$ cat src/hw/rtl/keyword_substitution_cipher_macros.svh
// Assertion macros for the cipher datapath.
`ifndef KEYWORD_SUBSTITUTION_CIPHER_MACROS_SVH
`define KEYWORD_SUBSTITUTION_CIPHER_MACROS_SVH

// Consequent must hold in the same cycle as the antecedent.
`define KSC_ASSERT_SAME(lbl, ante, cons, msg) \
    lbl: assert property (@(posedge clk) disable iff (!rst_n) (ante) |-> (cons)) else $error(msg);

// Consequent must hold in the cycle after the antecedent.
`define KSC_ASSERT_NEXT(lbl, ante, cons, msg) \
    lbl: assert property (@(posedge clk) disable iff (!rst_n) (ante) |=> (cons)) else $error(msg);

`endif

$ cat src/hw/rtl/ksc_pkg.sv
// Shared constants, types and helpers for the keyword substitution cipher.
package ksc_pkg;

    localparam int Letters = 26;
    localparam int LetterW = 5;
    localparam int CmdW    = 3;
    localparam int CharW   = 8;

    localparam logic [CmdW-1:0] CmdStart   = 3'd0;
    localparam logic [CmdW-1:0] CmdKeyChar = 3'd1;
    localparam logic [CmdW-1:0] CmdFinish  = 3'd2;
    localparam logic [CmdW-1:0] CmdEncrypt = 3'd3;
    localparam logic [CmdW-1:0] CmdDecrypt = 3'd4;

    localparam logic [CharW-1:0] CharLowerA = 8'h61;
    localparam logic [CharW-1:0] CharLowerZ = 8'h7A;
    localparam logic [CharW-1:0] CharUpperA = 8'h41;
    localparam logic [CharW-1:0] CharUpperZ = 8'h5A;
    localparam logic [CharW-1:0] CharSpace  = 8'h20;

    localparam logic [LetterW-1:0] LastLetter = 5'(Letters - 1);
    localparam logic [LetterW-1:0] KeyFull    = 5'(Letters);

    typedef struct packed {
        logic               is_letter;
        logic [LetterW-1:0] idx;
    } letter_t;

    // Controller to datapath commands.
    typedef struct packed {
        logic clear_key;
        logic append_char;
        logic walk_init;
        logic walk_step;
        logic emit_enc;
        logic emit_space;
        logic emit_pend;
    } ksc_cmd_t;

    // Datapath to controller status.
    typedef struct packed {
        logic out_free;
        logic walk_done;
    } ksc_stat_t;

    function automatic letter_t letter_of(input logic [CharW-1:0] c);
        letter_t r;
        r.is_letter = 1'b0;
        r.idx       = '0;
        if (c >= CharLowerA && c <= CharLowerZ)
        begin
            r.is_letter = 1'b1;
            r.idx       = LetterW'(c - CharLowerA);
        end
        else if (c >= CharUpperA && c <= CharUpperZ)
        begin
            r.is_letter = 1'b1;
            r.idx       = LetterW'(c - CharUpperA);
        end
        return r;
    endfunction

    function automatic logic [CharW-1:0] lower_char(input logic [LetterW-1:0] v);
        return CharLowerA + {3'b000, v};
    endfunction

endpackage

$ cat src/hw/rtl/keyword_substitution_cipher.sv
// Keyword substitution cipher: one transfer in, zero to two transfers out.
// Results are registered; the encrypt result and the first decrypt result appear
// in the cycle after the input transfer. Decrypt sends two results through the
// single output register; finish runs the walk counter, one letter per cycle from
// z down to a. The input stalls while either runs and whenever the output is held.
// Reset clears the key and output valid and sets both tables to identity at once.
module keyword_substitution_cipher
(
    input  logic                        clk,
    input  logic                        rst_n,
    input  logic                        in_valid,
    output logic                        in_stall,
    input  logic [ksc_pkg::CmdW-1:0]    command,
    input  logic [ksc_pkg::CharW-1:0]   data_char,
    output logic                        out_valid,
    input  logic                        out_stall,
    output logic [ksc_pkg::CharW-1:0]   out_char,
    output logic                        last
);

    ksc_pkg::ksc_cmd_t  cmd;
    ksc_pkg::ksc_stat_t stat;

    ksc_ctrl u_ctrl
    (
        .clk      (clk),
        .rst_n    (rst_n),
        .in_valid (in_valid),
        .in_stall (in_stall),
        .command  (command),
        .stat     (stat),
        .cmd      (cmd)
    );

    ksc_datapath u_datapath
    (
        .clk       (clk),
        .rst_n     (rst_n),
        .data_char (data_char),
        .cmd       (cmd),
        .stat      (stat),
        .out_valid (out_valid),
        .out_stall (out_stall),
        .out_char  (out_char),
        .last      (last)
    );

endmodule

$ cat src/hw/rtl/ksc_ctrl.sv
// Controller: input handshake, command decode and sequencing of walk and decrypt.
module ksc_ctrl
(
    input  logic                      clk,
    input  logic                      rst_n,
    input  logic                      in_valid,
    output logic                      in_stall,
    input  logic [ksc_pkg::CmdW-1:0]  command,
    input  ksc_pkg::ksc_stat_t        stat,
    output ksc_pkg::ksc_cmd_t         cmd
);

    localparam logic [1:0] StIdle = 2'd0;
    localparam logic [1:0] StWalk = 2'd1;
    localparam logic [1:0] StDec2 = 2'd2;

    logic [1:0] state_reg;
    logic [1:0] state_next;
    logic       accept;

    assign in_stall = (state_reg != StIdle) || !stat.out_free;
    assign accept   = in_valid && !in_stall;

    always_comb
    begin
        state_next = state_reg;
        cmd        = '0;
        unique case (state_reg)
            StIdle:
            begin
                if (accept)
                begin
                    unique case (command)
                        ksc_pkg::CmdStart:   cmd.clear_key   = 1'b1;
                        ksc_pkg::CmdKeyChar: cmd.append_char = 1'b1;
                        ksc_pkg::CmdFinish:
                        begin
                            cmd.walk_init = 1'b1;
                            state_next    = StWalk;
                        end
                        ksc_pkg::CmdEncrypt: cmd.emit_enc = 1'b1;
                        ksc_pkg::CmdDecrypt:
                        begin
                            cmd.emit_space = 1'b1;
                            state_next     = StDec2;
                        end
                        default: ;
                    endcase
                end
            end
            StWalk:
            begin
                // one letter per cycle, z down to a
                cmd.walk_step = 1'b1;
                if (stat.walk_done)
                    state_next = StIdle;
            end
            StDec2:
            begin
                if (stat.out_free)
                begin
                    cmd.emit_pend = 1'b1;
                    state_next    = StIdle;
                end
            end
            default: state_next = StIdle;
        endcase
    end

    always_ff @(posedge clk or negedge rst_n)
    begin
        if (!rst_n)
            state_reg <= StIdle;
        else
            state_reg <= state_next;
    end

endmodule

$ cat src/hw/rtl/ksc_datapath.sv
// Datapath: key state, cipher tables, walk counter and output register.
`include "keyword_substitution_cipher_macros.svh"

module ksc_datapath
(
    input  logic                        clk,
    input  logic                        rst_n,
    input  logic [ksc_pkg::CharW-1:0]   data_char,
    input  ksc_pkg::ksc_cmd_t           cmd,
    output ksc_pkg::ksc_stat_t          stat,
    output logic                        out_valid,
    input  logic                        out_stall,
    output logic [ksc_pkg::CharW-1:0]   out_char,
    output logic                        last
);

    logic [ksc_pkg::Letters-1:0] mask_reg;
    logic [ksc_pkg::Letters-1:0] mask_next;
    logic [ksc_pkg::LetterW-1:0] key_len_reg;
    logic [ksc_pkg::LetterW-1:0] key_len_next;
    logic [ksc_pkg::LetterW-1:0] walk_idx_reg;
    logic [ksc_pkg::LetterW-1:0] walk_idx_next;
    logic [ksc_pkg::LetterW-1:0] fwd_reg [ksc_pkg::Letters];
    logic [ksc_pkg::LetterW-1:0] inv_reg [ksc_pkg::Letters];

    logic                        out_valid_reg;
    logic                        out_valid_next;
    logic [ksc_pkg::CharW-1:0]   out_char_reg;
    logic [ksc_pkg::CharW-1:0]   out_char_next;
    logic                        out_last_reg;
    logic                        out_last_next;
    logic [ksc_pkg::CharW-1:0]   pend_reg;
    logic [ksc_pkg::CharW-1:0]   pend_next;

    ksc_pkg::letter_t            in_letter;
    logic [ksc_pkg::LetterW-1:0] app_idx;
    logic                        app_req;
    logic                        do_append;
    logic [ksc_pkg::CharW-1:0]   enc_char;
    logic [ksc_pkg::CharW-1:0]   dec_char;

    assign in_letter = ksc_pkg::letter_of(data_char);
    assign app_idx   = cmd.walk_step ? walk_idx_reg : in_letter.idx;
    assign app_req   = cmd.walk_step || (cmd.append_char && in_letter.is_letter);
    assign do_append = app_req && (key_len_reg < ksc_pkg::KeyFull) && !mask_reg[app_idx];

    assign enc_char = in_letter.is_letter ? ksc_pkg::lower_char(fwd_reg[in_letter.idx])
                                          : data_char;
    assign dec_char = in_letter.is_letter ? ksc_pkg::lower_char(inv_reg[in_letter.idx])
                                          : data_char;

    assign stat.out_free  = !out_valid_reg || !out_stall;
    assign stat.walk_done = (walk_idx_reg == '0);

    always_comb
    begin
        mask_next     = mask_reg;
        key_len_next  = key_len_reg;
        walk_idx_next = walk_idx_reg;
        pend_next     = pend_reg;
        if (cmd.clear_key)
        begin
            mask_next    = '0;
            key_len_next = '0;
        end
        else if (do_append)
        begin
            mask_next[app_idx] = 1'b1;
            key_len_next       = key_len_reg + 5'd1;
        end
        if (cmd.walk_init)
            walk_idx_next = ksc_pkg::LastLetter;
        else if (cmd.walk_step && !stat.walk_done)
            walk_idx_next = walk_idx_reg - 5'd1;
        if (cmd.emit_space)
            pend_next = dec_char;
    end

    always_comb
    begin
        out_valid_next = out_valid_reg;
        out_char_next  = out_char_reg;
        out_last_next  = out_last_reg;
        if (cmd.emit_enc)
        begin
            out_valid_next = 1'b1;
            out_char_next  = enc_char;
            out_last_next  = 1'b1;
        end
        else if (cmd.emit_space)
        begin
            out_valid_next = 1'b1;
            out_char_next  = ksc_pkg::CharSpace;
            out_last_next  = 1'b0;
        end
        else if (cmd.emit_pend)
        begin
            out_valid_next = 1'b1;
            out_char_next  = pend_reg;
            out_last_next  = 1'b1;
        end
        else if (!out_stall)
            out_valid_next = 1'b0;
    end

    always_ff @(posedge clk or negedge rst_n)
    begin
        if (!rst_n)
        begin
            mask_reg      <= '0;
            key_len_reg   <= '0;
            walk_idx_reg  <= '0;
            out_valid_reg <= 1'b0;
        end
        else
        begin
            mask_reg      <= mask_next;
            key_len_reg   <= key_len_next;
            walk_idx_reg  <= walk_idx_next;
            out_valid_reg <= out_valid_next;
        end
    end

    always_ff @(posedge clk)
    begin
        out_char_reg <= out_char_next;
        out_last_reg <= out_last_next;
        pend_reg     <= pend_next;
    end

    // Tables come out of reset as the identity mapping.
    always_ff @(posedge clk or negedge rst_n)
    begin
        if (!rst_n)
        begin
            for (int i = 0; i < ksc_pkg::Letters; i++)
            begin
                fwd_reg[i] <= ksc_pkg::LetterW'(i);
                inv_reg[i] <= ksc_pkg::LetterW'(i);
            end
        end
        else if (do_append && !cmd.clear_key)
        begin
            fwd_reg[key_len_reg] <= app_idx;
            inv_reg[app_idx]     <= key_len_reg;
        end
    end

    assign out_valid = out_valid_reg;
    assign out_char  = out_char_reg;
    assign last      = out_last_reg;

    `KSC_ASSERT_SAME(a_len_matches_mask, 1'b1,
        $countones(mask_reg) == 32'(key_len_reg), "key length disagrees with used mask")
    `KSC_ASSERT_SAME(a_emit_needs_room, cmd.emit_enc || cmd.emit_space || cmd.emit_pend,
        stat.out_free, "result loaded while output register is still held")
    `KSC_ASSERT_NEXT(a_walk_counts_down, cmd.walk_step && !stat.walk_done,
        walk_idx_reg == $past(walk_idx_reg) - 5'd1, "walk counter did not step")

endmodule

$ cat config.mk
export PLATFORM = sky130hd
export DESIGN_NAME = keyword_substitution_cipher
export DESIGN_NICKNAME = d
export VERILOG_FILES = /design/src/hw/rtl/ksc_pkg.sv /design/src/hw/rtl/keyword_substitution_cipher.sv /design/src/hw/rtl/ksc_ctrl.sv /design/src/hw/rtl/ksc_datapath.sv
export VERILOG_INCLUDE_DIRS = /design/src /design/src/hw/rtl
export SDC_FILE = /design/constraint.sdc
export NUM_CORES = 1
export LEC_CHECK = 0
export BUFFER_PORTS_ARGS = -buffer_cell sky130_fd_sc_hd__buf_2
export CELL_PAD_IN_SITES_DETAIL_PLACEMENT = 0
export CELL_PAD_IN_SITES_GLOBAL_PLACEMENT = 1
export CORE_ASPECT_RATIO = 1.4
export CORE_MARGIN = 3
export CORE_UTILIZATION = 50
export CTS_BUF_LIST = sky130_fd_sc_hd__clkbuf_8
export CTS_CLUSTER_DIAMETER = 60
export CTS_CLUSTER_SIZE = 12
export DETAILED_ROUTE_END_ITERATION = 10
export PLACE_DENSITY = 0.86
export SLEW_MARGIN = 10
export SYNTH_ARGS = -nofsm -noshare
export SYNTH_HDL_FRONTEND = slang
export SYNTH_SLANG_ARGS = --single-unit
$ cat constraint.sdc
create_clock -name clk -period 4.1 [get_ports clk]
set_input_delay 0.82 -clock clk [delete_from_list [all_inputs] [get_ports clk]]
set_output_delay 0.82 -clock clk [all_outputs]
set_load 0.01 [all_outputs]
# --- Word-level counts from Yosys, hierarchy flattened ---
# Cells that the tools add are included.
# W data, S select, Z words.
op_classes:
  n_reduce_logical: 30
  magnitude_cmp: 12
  n_mux: 53
  eq_ne: 11
  bitwise: 4
  n_addsub: 6
ops:
  columns: ["cell", "n"]
  rows:
  - ["$bwmux W130", 2]
  - ["$mux W5", 11]
  - ["$mux W26", 2]
  - ["$bmux W5 S5", 2]
  - ["$demux W5 S5", 2]
  - ["$mux W8", 5]
  - ["$or A26 B26 Y26", 1]
  - ["$ge A6 B6 Y1 const B", 3]
  - ["$not A5 Y6", 3]
  - ["$add A7 B5 Y8 const A", 2]
  - ["$ge A8 B7 Y1 const B", 2]
  - ["$le A8 B7 Y1 const B", 2]
  - ["$mux W1", 16]
  - ["$sub A5 B1 Y5 const B", 3]
  - ["$lt A6 B1 Y1 const B", 2]
  - ["$mux W6", 2]
  - ["$logic_and A1 B1 Y1", 11]
  - ["$mux W2", 5]
  - ["$reduce_bool A2 Y1", 4]
  - ["$logic_not A1 Y1", 7]
  - ["$eq A3 B2 Y1 const B", 2]
  - ["$lt A5 B6 Y1 const B", 1]
  - ["$mux W3", 2]
  - ["$ne A2 B1 Y1 const B", 3]
  - ["other kinds (19)", 21]
totals:
  reg_bits: 316
  in_bits: 15
  elab_cells: 176
  out_inout_bits: 11

# --- Longest topological paths before layout ---
depth:
  depth_word: 14
  ltp_mapped: 21
  mapped_depth_nobuf: 14

# --- Modules after synthesis ---
# A second synthesis with hierarchy kept.
hier_totals:
  hier_cells: 1412
  area_unflattened_um2: 16510.8
by_module_without_submodules:
  columns: ["mod", "instances", "cells_each", "seq_area_each_um2", "area_per_inst_um2"]
  rows:
  - ["ksc_datapath", 1, 1391, 8075.2, 16339.4]
  - ["ksc_ctrl", 1, 21, 50.0, 171.4]

# --- Worst setup path after synthesis ---
# No wires, ideal clock.
synth_timing:
  path_type: "input -> register"
  from: "in data_char[0] (netlist name)"
  to: "reg u_datapath.pend_reg[4] (netlist name) (data pin)"
  required_ps: 3965
  path_stages: 20
  slack_ps: -801
  n_path_buf: 6
  t_arrival_ps: 4766
  path_cell_list: "inv_1 -> clkbuf_1 -> clkbuf_1 -> ha_1 -> buf_4 -> or4b_1 -> nor2_4 -> buf_2 -> buf_1 -> clkbuf_1 -> o31ai_1 -> a311oi_1 -> o211ai_1 -> o211ai_1 -> a31oi_1 -> inv_1 -> ha_1 -> nand3_1 -> or4_1 -> nand3_1"
synth_via:
  elab_chain_len: 10
  word_cells_on_any_way: 16
  classes_between: "add/sub: 3; order compare: 4; mux: 6; bitwise: 1; reduce/logical: 2"
synth_lines:
  columns: ["element", "line", "text"]
  rows:
  - ["start, declared", "keyword_substitution_cipher.sv:14", "input logic [ksc_pkg::CharW-1:0] data_char,"]
  - ["$ge A8 B7 Y1 or $le A8 B7 Y1 (tied branches)", "ksc_pkg.sv:55", "else if (c >= CharUpperA && c <= CharUpperZ)"]
  - ["$logic_and A1 B1 Y1", "ksc_pkg.sv:55", null]
  - ["$mux W6", "ksc_pkg.sv:55", null]
  - ["$mux W6 (*)", "ksc_pkg.sv:50", "if (c >= CharLowerA && c <= CharLowerZ)"]
  - ["$not A5 Y6 (implied by the code)", "ksc_datapath.sv:49", "assign dec_char = in_letter.is_letter ? ksc_pkg::lower_char(inv_reg[in_letter.idx])"]
  - ["$bmux W5 S5", "ksc_datapath.sv:49", null]
  - ["$mux W5 (implied by the code) (2 in series)", "ksc_datapath.sv:49", null]
  - ["$add A7 B5 Y8", "ksc_pkg.sv:64", "return CharLowerA + {3'b000, v};"]
  - ["$mux W8 (*)", "ksc_datapath.sv:49", null]
  - ["via u_datapath.dec_char, one bit", "ksc_datapath.sv:40", "logic [ksc_pkg::CharW-1:0] dec_char;"]
  - ["end signal, assigned", "ksc_datapath.sv:128", "pend_reg <= pend_next;"]
  - ["end, declared", "ksc_datapath.sv:32", "logic [ksc_pkg::CharW-1:0] pend_reg;"]
# The timed path passes the listed nets; every way through them passes the cells marked *. The select of a mux whose other input is x is not followed.
# A chain may end at the register's enable or synchronous reset.

# --- Final worst setup path ---
layout_timing:
  from: "in data_char[0] (netlist name)"
  to: "reg u_datapath.inv_reg[64] (netlist name)"
layout_via:
  elab_chain_len: 11
  word_cells_on_any_way: 26
  classes_between: "add/sub: 2; order compare: 6; mux: 8; bitwise: 1; reduce/logical: 9"
layout_lines:
  columns: ["element", "line", "text"]
  rows:
  - ["$ge A8 B7 Y1 or $le A8 B7 Y1 (tied branches)", "ksc_pkg.sv:55", null]
  - ["$logic_and A1 B1 Y1", "ksc_pkg.sv:55", null]
  - ["$mux W6", "ksc_pkg.sv:55", null]
  - ["$mux W6 (*)", "ksc_pkg.sv:50", null]
  - ["$mux W5", "ksc_datapath.sv:43", "assign app_idx = cmd.walk_step ? walk_idx_reg : in_letter.idx;"]
  - ["$not A5 Y6 (implied by the code)", "ksc_datapath.sv:145", "inv_reg[app_idx] <= key_len_reg;"]
  - ["$ge A6 B6 Y1 (implied by the code) or $lt A6 B1 Y1 (tied branches)", "ksc_datapath.sv:145", null]
  - ["$logic_and A1 B1 Y1 (implied by the code)", "ksc_datapath.sv:145", null]
  - ["$mux W5 (implied by the code)", "ksc_datapath.sv:145", null]
  - ["$demux W5 S5", "ksc_datapath.sv:145", null]
  - ["$bwmux W130", "ksc_datapath.sv:145", null]
  - ["end signal, assigned by index", "ksc_datapath.sv:139", "inv_reg[i] <= ksc_pkg::LetterW'(i);"]
  - ["end signal, assigned by index", "ksc_datapath.sv:145", null]
  - ["end, declared", "ksc_datapath.sv:24", "logic [ksc_pkg::LetterW-1:0] inv_reg [ksc_pkg::Letters];"]
# Mark *: on every way between the ends. The rest lies on a longest branch, timed or not. The select of a mux whose other input is x is not followed.

==> run metrics <==
WL final=61.09 mm; hold crit path type=in -> async; Final Hold Fails=0; Setup WS post-layout=0.05332 ns; Post-Place Cells=2079; vias per cell=6.345; Detail Route Antenna Nets=0; relative slew slack=26.84%; Seq cells post-synth=316; Slew Limit Fails=0; largest net degree at the start of global routing=101; post-synthesis area per instance=11.41 um^2; Chip Width=159.0 um; initial core utilization=51.21%; most frequent cells after synthesis=227 x mux2_2, 185 x dfrtp_1, 125 x nand2_1; initial antenna violation count=0; Die ar.=35000 um^2; CP arrival=4.53 ns; clk_lat worst skew=0.61 ns; Place WS=-0.7921 ns; Switching Share=38.89%; asr flop ratio synth=94.62%; post-synth net total=1461; startpoint class of the critical path=input pin; main flop type after synthesis=dfrtp_1; GRT Overall Usage=35.00%; YS warnings=0; top-level port count=26; LEAKAGE=9.151 nW; GRT overflow=0; 1st-pass router iterations=5; CTS tree=built; first-pass GRT wire length=91.64 mm; Worst VDD drop=0.3721 mV; post-DP HPWL=46.09 mm; clk root buf=clkbuf_8; most numerous cell in the Yosys netlist=mux2_2; class of the most critical setup path=in -> reg; area share of the largest cell type after synthesis=28.26%; wire length per cell=28.47 um; Mapped Cells=1435; Synth cell types=95; Max-Cap Viols=0; area grow syn2layout=25.17%; I/O Buffers=25; CP Buf/Inv Count=7; CP required=4.58 ns; # DRC=0; Psw=5.285 mW; Hold Slack=0.2826 ns; share of layout cells above drive strength 1=48.66%; Max FO, Critical Path=19; fmax=0.2471 GHz; die height=220.2 um; vias=13616; Power Dens Cells=662.9 nW/um^2; 1st-iter DRT viols=1210; diode count=0; final cell count without fillers=2146; CP max stage delay=0.53 ns; FP Rows=77; Num CTS Buffers=36; GPL Wtd Cong=1.054; number of enable flip-flop cells after synthesis=16; Worst Skew=0.03301 ns; Worst-path clk slew=0.08 ns; CP max-delay cell=or3b_2; Clock Sinks=316; clock buffer depth=3; leading area contributor after synthesis=dfrtp_1; area of the core=31990 um^2; Clk network pwr share=16.6%; post-layout min period=4.047 ns; Slew @ Worst Pin=1.093 ns; power share of the sequential group=40.4%; largest delay contributor family on the critical path=simple AND/OR/NAND/NOR gates; final worst path period share=98.70%; register area share after synthesis=49.61%; cell mode on critical path=buf_4; P_int=8.305 mW; # nets final=1711; vias in the first global route=14305; RSZ-0062 raised after global routing=false; CP cell instances=buf_2 -> buf_4 -> buf_12 -> or3b_2 -> nor2_1 -> nand3_2 -> buf_12 -> o21ai_2 -> nand2_1 -> a31oi_1 -> nand4_1 -> buf_4 -> buf_4 -> nor3b_4 -> buf_4 -> mux2_2; hold_buf cts=0; fillers=2608; Gate power share=43.0%; Final Setup Violations=0; Synth area leaders=dfrtp_1 28%, dfstp_2 18%, mux2_2 16%; Netlist Area Pre-Place=16380 um^2; H-tree level count=2; critical path endpoint category=register; status=complete, no violations
-- repair_timing --
action,CTS,global route
setup endpoints to repair,9,40
setup buffers,1,1
resized for setup,1,11
pin swaps,1,4
gates cloned,0,0
-- power groups by stage --
stage / combinational, mW / clock, mW / sequential [mW]
finish: 5.84 / 2.26 / 5.50
detailed placement: 5.74 / 0 / 5.50
global placement: 5.60 / 0 / 5.47
floorplan: 3.62 / 0 / 5.13
CTS: 5.77 / 2.30 / 5.46
global route: 6.16 / 2.43 / 5.60
-- per-layer routing --
metal / up-vias / share of wire [%] / global-route usage, %
met4: 0 / 8.8 / 25.58
met2: 573 / 49 / 60.17
met1: 6955 / 37 / 40.18
met3: 231 / 5.4 / 5.131
li1: 5857 / - / -
met5: - / 0 / 0
-- stage by stage --
| stage | instance area (um^2) | power, mW | utilization, % | setup TNS [ns] |
|---|---|---|---|---|
| 2_1_floorplan | 17210 | 8.752 | - | -35.81 |
| 3_3_place_gp | 19720 | 11.06 | 61.64 | -130.35 |
| 3_5_place_dp | 19720 | 11.24 | 61.64 | -138.40 |
| 4_1_cts | 20450 | 13.52 | 63.93 | 0 |
| 5_1_grt | 20500 | 14.18 | 64.10 | 0 |
| 6_report | 20500 | 13.59 | 64.10 | 0 |
-- area by class of cell --
type | instances | area (um^2) | area share (%)
clock buffers | 39 | 536.8 | 2.618
clock inverters | 26 | 183.9 | 0.8971
inverters | 32 | 132.6 | 0.6469
multi-input cells | 971 | 8320 | 40.58
flip-flops and latches | 316 | 8125 | 39.63
well taps | 434 | 543.0 | 2.649
repair buffers | 328 | 2660 | 12.97
-- worst register-to-register path: stages, from the launching register on --
cell and delay, ns:
dfrtp_1 0.42, nor2b_2 0.18, buf_4 0.21, o41ai_4 0.35, buf_12 0.20, buf_4 0.13
mux2i_1 0.19, nand2_1 0.07, a31oi_1 0.33, nand4_1 0.14, buf_4 0.19, buf_4 0.19
nor3b_4 0.23, buf_4 0.19, mux2_2 0.33
-- cell usage in the layout (no fill, tap or decap), drive strengths merged, types with 6 or more instances in the layout --
cell type,Yosys,routed
mux2i,48,48
nand2,125,125
and3,29,29
inv,29,49
a21oi,37,37
nor3b,7,7
a221o,6,6
o221ai,6,6
nor3,32,32
nor2,39,39
dfrtp,185,185
clkinv,3,7
a211oi,21,21
or3,8,8
o22ai,7,7
and2,7,7
nand2b,9,9
edfxtp,16,16
nor2b,6,6
a21o,13,13
nand4,25,25
a221oi,12,12
clkbuf,75,39
a31oi,20,20
buf,41,328
o21ai,37,37
dfstp,114,114
o211ai,14,14
nor4,12,12
o31ai,22,22
ha,11,11
o21a,8,8
nand3,55,55
mux2,245,245
-- cells by family (layout without fill, tap and decap cells) --
logic type / count (synthesis) / in the layout / synth area share [%]
AND/OR/NAND/NOR: 381 / 381 / 12.62
flip-flops: 316 / 316 / 49.61
multiplexers: 293 / 293 / 19.78
AO/OA/AOI/OAI: 277 / 277 / 12.78
buffers and inverters: 148 / 425 / 3.896
adder cells (fa/ha/maj): 11 / 11 / 0.8403
XOR/XNOR: 9 / 9 / 0.4812
-- final timing paths --
path | slack [ns] | depth (start not counted) | endpoint | from
worst min register to register | 0.47 | 2 | u_datapath.mask_reg[0] | u_datapath.mask_reg[0]
worst max-delay path | 0.05 | 16 | u_datapath.inv_reg[64] | data_char[0]
worst min-delay path | 0.28 | 1 | u_datapath.fwd_reg[85] | rst_n
max in group asynchronous | 2.85 | 2 | u_datapath.inv_reg[3] | rst_n
min in group clk | 0.47 | 2 | u_datapath.mask_reg[0] | u_datapath.mask_reg[0]
worst max register to register | 0.61 | 14 | u_datapath.inv_reg[64] | u_ctrl.state_reg[0]
(Power assumes the default switching activity.)
